## src/sv/lds_pkg.sv

```systemverilog
// ----------------------------------------------------------------------------
// lds_pkg
// Shared types and codes for the linear Diophantine solver.
// ----------------------------------------------------------------------------
package lds_pkg;

   // result status codes
   localparam logic [1:0] ST_SOLVED  = 2'd0;
   localparam logic [1:0] ST_NO_SOL  = 2'd1;
   localparam logic [1:0] ST_ZERO    = 2'd2;

   // sequencer states, one-hot
   typedef enum logic [11:0] {
      S_IDLE  = 12'b0000_0000_0001,
      S_LOOP  = 12'b0000_0000_0010,
      S_EDIV  = 12'b0000_0000_0100,
      S_UPD_S = 12'b0000_0000_1000,
      S_UPD_T = 12'b0000_0001_0000,
      S_CHECK = 12'b0000_0010_0000,
      S_CDIV  = 12'b0000_0100_0000,
      S_BDIV  = 12'b0000_1000_0000,
      S_ADIV  = 12'b0001_0000_0000,
      S_XMUL  = 12'b0010_0000_0000,
      S_YMUL  = 12'b0100_0000_0000,
      S_DONE  = 12'b1000_0000_0000
   } state_type;

endpackage

```

## src/sv/linear_diophantine_solver.sv

```systemverilog
// ----------------------------------------------------------------------------
// linear_diophantine_solver
// Solves a*x + b*y = c by the extended Euclidean algorithm (truncating
// division), giving gcd, Bezout pair, a particular solution and the steps.
// ----------------------------------------------------------------------------
// Each Euclid round runs a restoring divide (one quotient bit per cycle)
// and then two multiply-subtract updates; when a solution exists, the finish
// adds three more divides and two multiplies.
// Throughput: one word at a time; req_ready is high only while idle.
// Reset: synchronous, active high; returns the sequencer to idle, no result.
module linear_diophantine_solver import lds_pkg::*; #(
   parameter int DATA_WIDTH = 32
) (
   input  logic        clock,
   input  logic        reset,
   input  logic        req_valid,
   output logic        req_ready,
   input  logic [31:0] req_coef_a,
   input  logic [31:0] req_coef_b,
   input  logic [31:0] req_rhs_c,
   output logic        rsp_valid,
   input  logic        rsp_ready,
   output logic [1:0]  rsp_status,
   output logic [31:0] rsp_gcd_value,
   output logic [31:0] rsp_bezout_s,
   output logic [31:0] rsp_bezout_t,
   output logic [63:0] rsp_x_base,
   output logic [63:0] rsp_y_base,
   output logic [31:0] rsp_x_step,
   output logic [31:0] rsp_y_step
);

   localparam int W  = DATA_WIDTH;
   localparam int CW = $clog2(W + 1);

   state_type state_ff, state_in;

   logic signed [W-1:0] a0_ff, a0_in, b0_ff, b0_in, c_ff, c_in;
   logic signed [W-1:0] a_ff, a_in, b_ff, b_in, q_ff, q_in;
   logic signed [W-1:0] s1_ff, s1_in, s2_ff, s2_in, t1_ff, t1_in, t2_ff, t2_in;
   logic signed [W:0]   m_ff, m_in;
   logic [1:0]          status_ff, status_in;
   logic signed [63:0]  xb_ff, xb_in, yb_ff, yb_in;
   logic signed [W-1:0] xs_ff, xs_in, ys_ff, ys_in;

   // shared divider
   logic [W-1:0]  quo_ff, quo_in, rem_ff, rem_in, dvs_ff, dvs_in;
   logic          nneg_ff, nneg_in, qneg_ff, qneg_in;
   logic [CW-1:0] cnt_ff, cnt_in;
   logic          div_go, div_busy, div_done;
   logic [W-1:0]  div_num, div_den;
   logic [W:0]    div_sh;
   logic          div_ge;
   logic signed [W-1:0] div_q, div_r;
   logic signed [W:0]   div_qx;

   // shared multiplier
   logic signed [W:0]       mul_a, mul_b;
   logic signed [2*W+1:0]   mul_prod;

   assign div_busy = (state_ff == S_EDIV) || (state_ff == S_CDIV) ||
                     (state_ff == S_BDIV) || (state_ff == S_ADIV);
   assign div_done = div_busy && (cnt_ff == CW'(W));

   // one restoring step
   assign div_sh = {rem_ff, quo_ff[W-1]};
   assign div_ge = div_sh >= {1'b0, dvs_ff};

   // signed results from magnitudes
   assign div_q  = qneg_ff ? -$signed(quo_ff) : $signed(quo_ff);
   assign div_qx = qneg_ff ? -$signed({1'b0, quo_ff}) : $signed({1'b0, quo_ff});
   assign div_r  = nneg_ff ? -$signed(rem_ff) : $signed(rem_ff);

   assign mul_prod = mul_a * mul_b;

   always_comb begin
      quo_in  = quo_ff;
      rem_in  = rem_ff;
      dvs_in  = dvs_ff;
      nneg_in = nneg_ff;
      qneg_in = qneg_ff;
      cnt_in  = cnt_ff;
      if (div_go) begin
         nneg_in = div_num[W-1];
         qneg_in = div_num[W-1] ^ div_den[W-1];
         quo_in  = div_num[W-1] ? (~div_num + 1'b1) : div_num;
         dvs_in  = div_den[W-1] ? (~div_den + 1'b1) : div_den;
         rem_in  = '0;
         cnt_in  = '0;
      end else if (div_busy && !div_done) begin
         rem_in = div_ge ? W'(div_sh - {1'b0, dvs_ff}) : div_sh[W-1:0];
         quo_in = {quo_ff[W-2:0], div_ge};
         cnt_in = cnt_ff + 1'b1;
      end
   end

   // sequencer
   always_comb begin
      state_in  = state_ff;
      a0_in = a0_ff;  b0_in = b0_ff;  c_in = c_ff;
      a_in  = a_ff;   b_in  = b_ff;   q_in = q_ff;
      s1_in = s1_ff;  s2_in = s2_ff;  t1_in = t1_ff;  t2_in = t2_ff;
      m_in  = m_ff;   status_in = status_ff;
      xb_in = xb_ff;  yb_in = yb_ff;  xs_in = xs_ff;  ys_in = ys_ff;
      div_go  = 1'b0;
      div_num = '0;
      div_den = '0;
      mul_a   = '0;
      mul_b   = '0;
      case (state_ff)
         S_IDLE: begin
            if (req_valid) begin
               a0_in = req_coef_a[W-1:0];
               b0_in = req_coef_b[W-1:0];
               c_in  = req_rhs_c[W-1:0];
               a_in  = req_coef_a[W-1:0];
               b_in  = req_coef_b[W-1:0];
               s1_in = W'(1);  s2_in = '0;
               t1_in = '0;     t2_in = W'(1);
               status_in = ST_SOLVED;
               xb_in = '0;  yb_in = '0;  xs_in = '0;  ys_in = '0;
               state_in = S_LOOP;
            end
         end
         S_LOOP: begin
            if (b_ff != '0) begin
               div_go   = 1'b1;
               div_num  = a_ff;
               div_den  = b_ff;
               state_in = S_EDIV;
            end else begin
               state_in = S_CHECK;
            end
         end
         S_EDIV: begin
            if (div_done) begin
               q_in = div_q;
               a_in = b_ff;
               b_in = div_r;
               state_in = S_UPD_S;
            end
         end
         S_UPD_S: begin
            mul_a = (W+1)'(s2_ff);
            mul_b = (W+1)'(q_ff);
            s1_in = s2_ff;
            s2_in = s1_ff - mul_prod[W-1:0];
            state_in = S_UPD_T;
         end
         S_UPD_T: begin
            mul_a = (W+1)'(t2_ff);
            mul_b = (W+1)'(q_ff);
            t1_in = t2_ff;
            t2_in = t1_ff - mul_prod[W-1:0];
            state_in = S_LOOP;
         end
         S_CHECK: begin
            if (a_ff == '0) begin
               status_in = ST_ZERO;
               state_in  = S_DONE;
            end else begin
               div_go   = 1'b1;
               div_num  = c_ff;
               div_den  = a_ff;
               state_in = S_CDIV;
            end
         end
         S_CDIV: begin
            if (div_done) begin
               if (rem_ff != '0) begin
                  status_in = ST_NO_SOL;
                  state_in  = S_DONE;
               end else begin
                  m_in     = div_qx;
                  div_go   = 1'b1;
                  div_num  = b0_ff;
                  div_den  = a_ff;
                  state_in = S_BDIV;
               end
            end
         end
         S_BDIV: begin
            if (div_done) begin
               xs_in    = div_q;
               div_go   = 1'b1;
               div_num  = a0_ff;
               div_den  = a_ff;
               state_in = S_ADIV;
            end
         end
         S_ADIV: begin
            if (div_done) begin
               ys_in    = div_q;
               state_in = S_XMUL;
            end
         end
         S_XMUL: begin
            mul_a = (W+1)'(s1_ff);
            mul_b = m_ff;
            xb_in = 64'(mul_prod);
            state_in = S_YMUL;
         end
         S_YMUL: begin
            mul_a = (W+1)'(t1_ff);
            mul_b = m_ff;
            yb_in = 64'(mul_prod);
            state_in = S_DONE;
         end
         S_DONE: begin
            if (rsp_ready) begin
               state_in = S_IDLE;
            end
         end
         default: begin
            state_in = S_IDLE;
         end
      endcase
   end

   always_ff @(posedge clock) begin
      if (reset) begin
         state_ff <= S_IDLE;
      end else begin
         state_ff <= state_in;
      end
      a0_ff <= a0_in;  b0_ff <= b0_in;  c_ff <= c_in;
      a_ff  <= a_in;   b_ff  <= b_in;   q_ff <= q_in;
      s1_ff <= s1_in;  s2_ff <= s2_in;  t1_ff <= t1_in;  t2_ff <= t2_in;
      m_ff  <= m_in;   status_ff <= status_in;
      xb_ff <= xb_in;  yb_ff <= yb_in;  xs_ff <= xs_in;  ys_ff <= ys_in;
      quo_ff <= quo_in;  rem_ff <= rem_in;  dvs_ff <= dvs_in;
      nneg_ff <= nneg_in;  qneg_ff <= qneg_in;  cnt_ff <= cnt_in;
   end

   assign req_ready     = (state_ff == S_IDLE);
   assign rsp_valid     = (state_ff == S_DONE);
   assign rsp_status    = status_ff;
   assign rsp_gcd_value = 32'(a_ff);
   assign rsp_bezout_s  = 32'(s1_ff);
   assign rsp_bezout_t  = 32'(t1_ff);
   assign rsp_x_base    = xb_ff;
   assign rsp_y_base    = yb_ff;
   assign rsp_x_step    = 32'(xs_ff);
   assign rsp_y_step    = 32'(ys_ff);

`ifndef SYNTHESIS
   a_busy_after_accept: assert property (@(posedge clock) disable iff (reset)
      req_valid && req_ready |=> !req_ready)
      else $error("solver took a word while busy");
   a_gcd_nonzero: assert property (@(posedge clock) disable iff (reset)
      rsp_valid && rsp_status != ST_ZERO |-> rsp_gcd_value != '0)
      else $error("zero gcd without zero status");
   a_zero_case: assert property (@(posedge clock) disable iff (reset)
      rsp_valid && rsp_status == ST_ZERO |-> rsp_bezout_s == 32'd1 &&
      rsp_x_base == '0 && rsp_y_base == '0)
      else $error("bad result for both coefficients zero");
   a_div_rem: assert property (@(posedge clock) disable iff (reset)
      div_busy && !div_go |-> rem_ff < dvs_ff)
      else $error("divider remainder out of range");
`endif

endmodule
```

## config.mk

```make
export PLATFORM = sky130hd
export DESIGN_NAME = linear_diophantine_solver
export DESIGN_NICKNAME = d
export VERILOG_FILES = /design/src/sv/lds_pkg.sv /design/src/sv/linear_diophantine_solver.sv
export SDC_FILE = /design/constraint.sdc
export NUM_CORES = 2
export LEC_CHECK = 0
export ABC_CLOCK_PERIOD_IN_PS = 17700
export BUFFER_PORTS_ARGS = -buffer_cell sky130_fd_sc_hd__buf_2
export CAP_MARGIN = 20
export CORE_MARGIN = 2
export CORE_UTILIZATION = 55
export CTS_CLUSTER_DIAMETER = 100
export DETAILED_ROUTE_END_ITERATION = 10
export GPL_TIMING_DRIVEN = 1
export PLACE_DENSITY = 0.82
export SKIP_CTS_REPAIR_TIMING = 1
export SLEW_MARGIN = 40
export SYNTH_ARGS = -nofsm -noshare
export SYNTH_HDL_FRONTEND = slang
export SYNTH_SLANG_ARGS = --single-unit
```

## constraint.sdc

```tcl
create_clock -name clock -period 17.7 [get_ports clock]
set_input_delay 2.655 -clock clock [delete_from_list [all_inputs] [get_ports clock]]
set_output_delay 2.655 -clock clock [all_outputs]
set_load 0.02 [all_outputs]
```

==> out/qor.yml <==
grt_pass1_wl_mm: 340
vias: 54501
p_total_mw: 4.13
synthCells: 6998
worstSetupPathType: "register to register"
synth_top_area_share_pct: 32.0
relSlewSlack_pct: 37.2
synth_area_per_cell_um2: 9.92
hp-class: "register to register"
period_needed_ps: 12600
initial_core_util_pct: 55.4
p_leak_nw: 31.7
cts.reportedPaths.clkPinSlew_ps: 60
cts-buffers-inserted: 75
firstDrtPassIters: 8
cpMostUsedCell: "fa_1"
die_area_um2: 129000
fin_worst_skew_ps: 66.3
ys_seq_area_share_pct: 28.0
antenna_found_initial: 9
synthFlopType: "edfxtp_1"
grt_pass1_vias: 56747
finalCritPeriodShare_pct: 71.2
syn_nets: 8516
clock_sinks: 663
multi_input_area_um2: 44600
io_buffers: 391
drtIter0Drc: 6873
die_w_um: 359
syn_area_um2: 69400
yosys_register_bits: 663
synth-edff-count: 613
drive_gt1_share_pct: 10.5
finalSetupViolations: 0
hpwl_mm: 175
drc_errors: 0
std_cell_rows: 130
die_y_um: 359
yosysWarnings: 0
cellPowerDensity_nw_per_um2: 54.2
final.setup.tns_ps: 0
slowest_stage: "or4b_4"
maxCapViolCount: 0
finalNetCount: 8784
drtAntennaViolNets: 0
place.gp.congestion: 1.02
grt_max_degree: 97
coreArea_um2: 125000
rsz0062_at_grt: "false"
n_fill_cell: 10035
setup.worst_path.start_class: "register"
grt.total_usage_pct: 35.0
yosysTopAreaCell: "fa_1"
clockBufferDepth: 3
hold_violations: 0
ir_drop_mv: 0.0972
synthToLayoutAreaGrowth_pct: 9.56
detail_route.wl_per_cell_um: 25.0
grt-ovfl-total: 0
cts_max_level: 3
synth.area.top_cells: "fa_1 (32%), edfxtp_1 (27%), inv_1 (6.4%)"
top_level_ports: 392
clockRootBuffer: "clkbuf_16"
end_kind: "register"
final-seq-area_um2: 19400
drt_wl_total_mm: 224
clk_latency_ps: 700
slowest_delay_ps: 800
worstPathArrival_ps: 13030
yosysUniqueCellTypes: 79
status: "complete, no violations"
drt-vias-per-instance: 6.07
cp.required_ps: 18130
cts_tree: "built"
postSynth.asyncResetShare_pct: 0
worst_slew_pin_slew_ps: 940
finalMaxSlewViolations: 0
worst-path-max-fanout: 63
fmax_mhz: 79.4
-- metrics by stage --
step                setup slack, ps  cells  hold WS (ps)  utilization [%]  area (um2)
floorplan                      6750   6998           459                -       69400
global placement               5140   8837           469             58.5       73400
detailed placement             5040   8838           481             58.6       73500
CTS                            4990   8973           508             60.6       76000
global route                   4330   8974           528             60.6       76100
finish                         5100   8977           507             60.6       76100
-- sequential cells by signal (all words and copies together), names as in the netlist --
name           count
dvs_ff            32
quo_ff            32
state_ff          12
rsp_bezout_t      32
rsp_y_step        32
a0_ff             32
rsp_y_base        64
rsp_x_base        64
t2_ff             32
b_ff              32
cnt_ff             6
rsp_status         2
rem_ff            32
rsp_gcd_value     32
b0_ff             32
rsp_x_step        32
nneg_ff            1
s2_ff             32
rsp_bezout_s      32
q_ff              32
m_ff              33
qneg_ff            1
c_ff              32
-- layout by cell type, fill, tap and decap left out, types with 81 or more instances in the layout --
cell type / Yosys / layout
xor2_1: 155 / 154
a21oi_1: 230 / 230
ha_1: 310 / 310
a21o_1: 81 / 81
edfxtp_1: 613 / 613
o21ai_0: 175 / 172
and2_1: 109 / 100
fa_1: 1108 / 1108
inv_1: 1182 / 1180
nand2_1: 850 / 834
buf_4: 0 / 129
nor2_1: 845 / 843
buf_2: 7 / 391
xnor2_1: 123 / 122
-- metal layers --
| layer | part of all wire (%) | vias up | track usage [%] |
|---|---|---|---|
| met5 | 0.028 | - | 0 |
| met4 | 6.6 | 12 | 19.3 |
| met3 | 14 | 838 | 11.9 |
| met2 | 45 | 3784 | 54.2 |
| met1 | 35 | 26929 | 43.2 |
| li1 | - | 22938 | - |
-- path summary, 6_finish.rpt --
check | startpoint | endpoint | slack (ps) | cells past startpoint
worst min-delay path | cnt_ff[1] | cnt_ff[1] | 510 | 2
worst min register to register | cnt_ff[1] | cnt_ff[1] | 510 | 2
worst max-delay path | state_ff[2] | t2_ff[30] | 5100 | 40
worst max register to register | state_ff[2] | t2_ff[30] | 5100 | 40
-- kinds of logic (layout without fill, tap and decap cells) --
logic type | after synthesis | in the layout | synth area share, %
simple gates | 2196 | 2196 | 13.6
flops | 663 | 663 | 28.0
buf+inv | 1519 | 1845 | 8.23
mux | 47 | 47 | 0.737
compound gates | 874 | 874 | 8.36
other cells | 0 | 3 | 0
xor+xnor | 278 | 278 | 3.51
fa+ha+maj | 1421 | 1421 | 37.6
-- cells in the mapped netlist (10+ instances only) --
cell / number
fa_1: 1108
o31ai_1: 31
or4_1: 16
nor2_1: 845
dfxtp_1: 50
o21ai_0: 175
or2_2: 20
nand2b_1: 31
a32o_1: 21
a221o_1: 22
edfxtp_1: 613
nand4_1: 31
mux2_2: 33
xor2_1: 155
o211ai_1: 11
o22ai_1: 10
or3_1: 15
a211oi_1: 17
xnor2_1: 123
a31oi_1: 18
and4_1: 10
inv_1: 1182
a21o_1: 81
mux2i_1: 14
nor2b_1: 26
and2_1: 109
o21a_1: 24
a22o_1: 51
ha_1: 310
nor4_1: 30
nand3_1: 80
a22oi_1: 61
nor3_1: 68
a221oi_1: 20
o41ai_1: 14
clkbuf_1: 306
and3_1: 21
nand2_1: 850
o21bai_1: 12
buf_1: 21
a21oi_1: 230
-- area by class of cell --
| class | instances | area share (%) |
|---|---|---|
| diodes | 3 | 0.00987 |
| flip-flops and latches | 663 | 25.5 |
| multi-input cells | 4816 | 58.6 |
| repair buffers | 527 | 3.97 |
| clock buffers | 85 | 2.52 |
| well taps | 1650 | 2.71 |
| clock inverters | 50 | 0.808 |
| inverters | 1183 | 5.84 |
-- worst max-delay path, delay by kind of cell, from the launching register on --
| kind | cells | cell delay (ps) |
|---|---|---|
| simple gates | 14 | 3320 |
| compound gates | 9 | 2810 |
| buf+inv | 4 | 700 |
| flops | 1 | 380 |
| fa+ha+maj | 11 | 4470 |
| xor+xnor | 2 | 600 |
-- power by group --
group	internal [mW]	switching [mW]
Sequential	1.84	0.0845
Combinational	0.171	0.407
Clock	0.935	0.690
Total	2.94	1.18
Power figures use the tool's default switching activity.
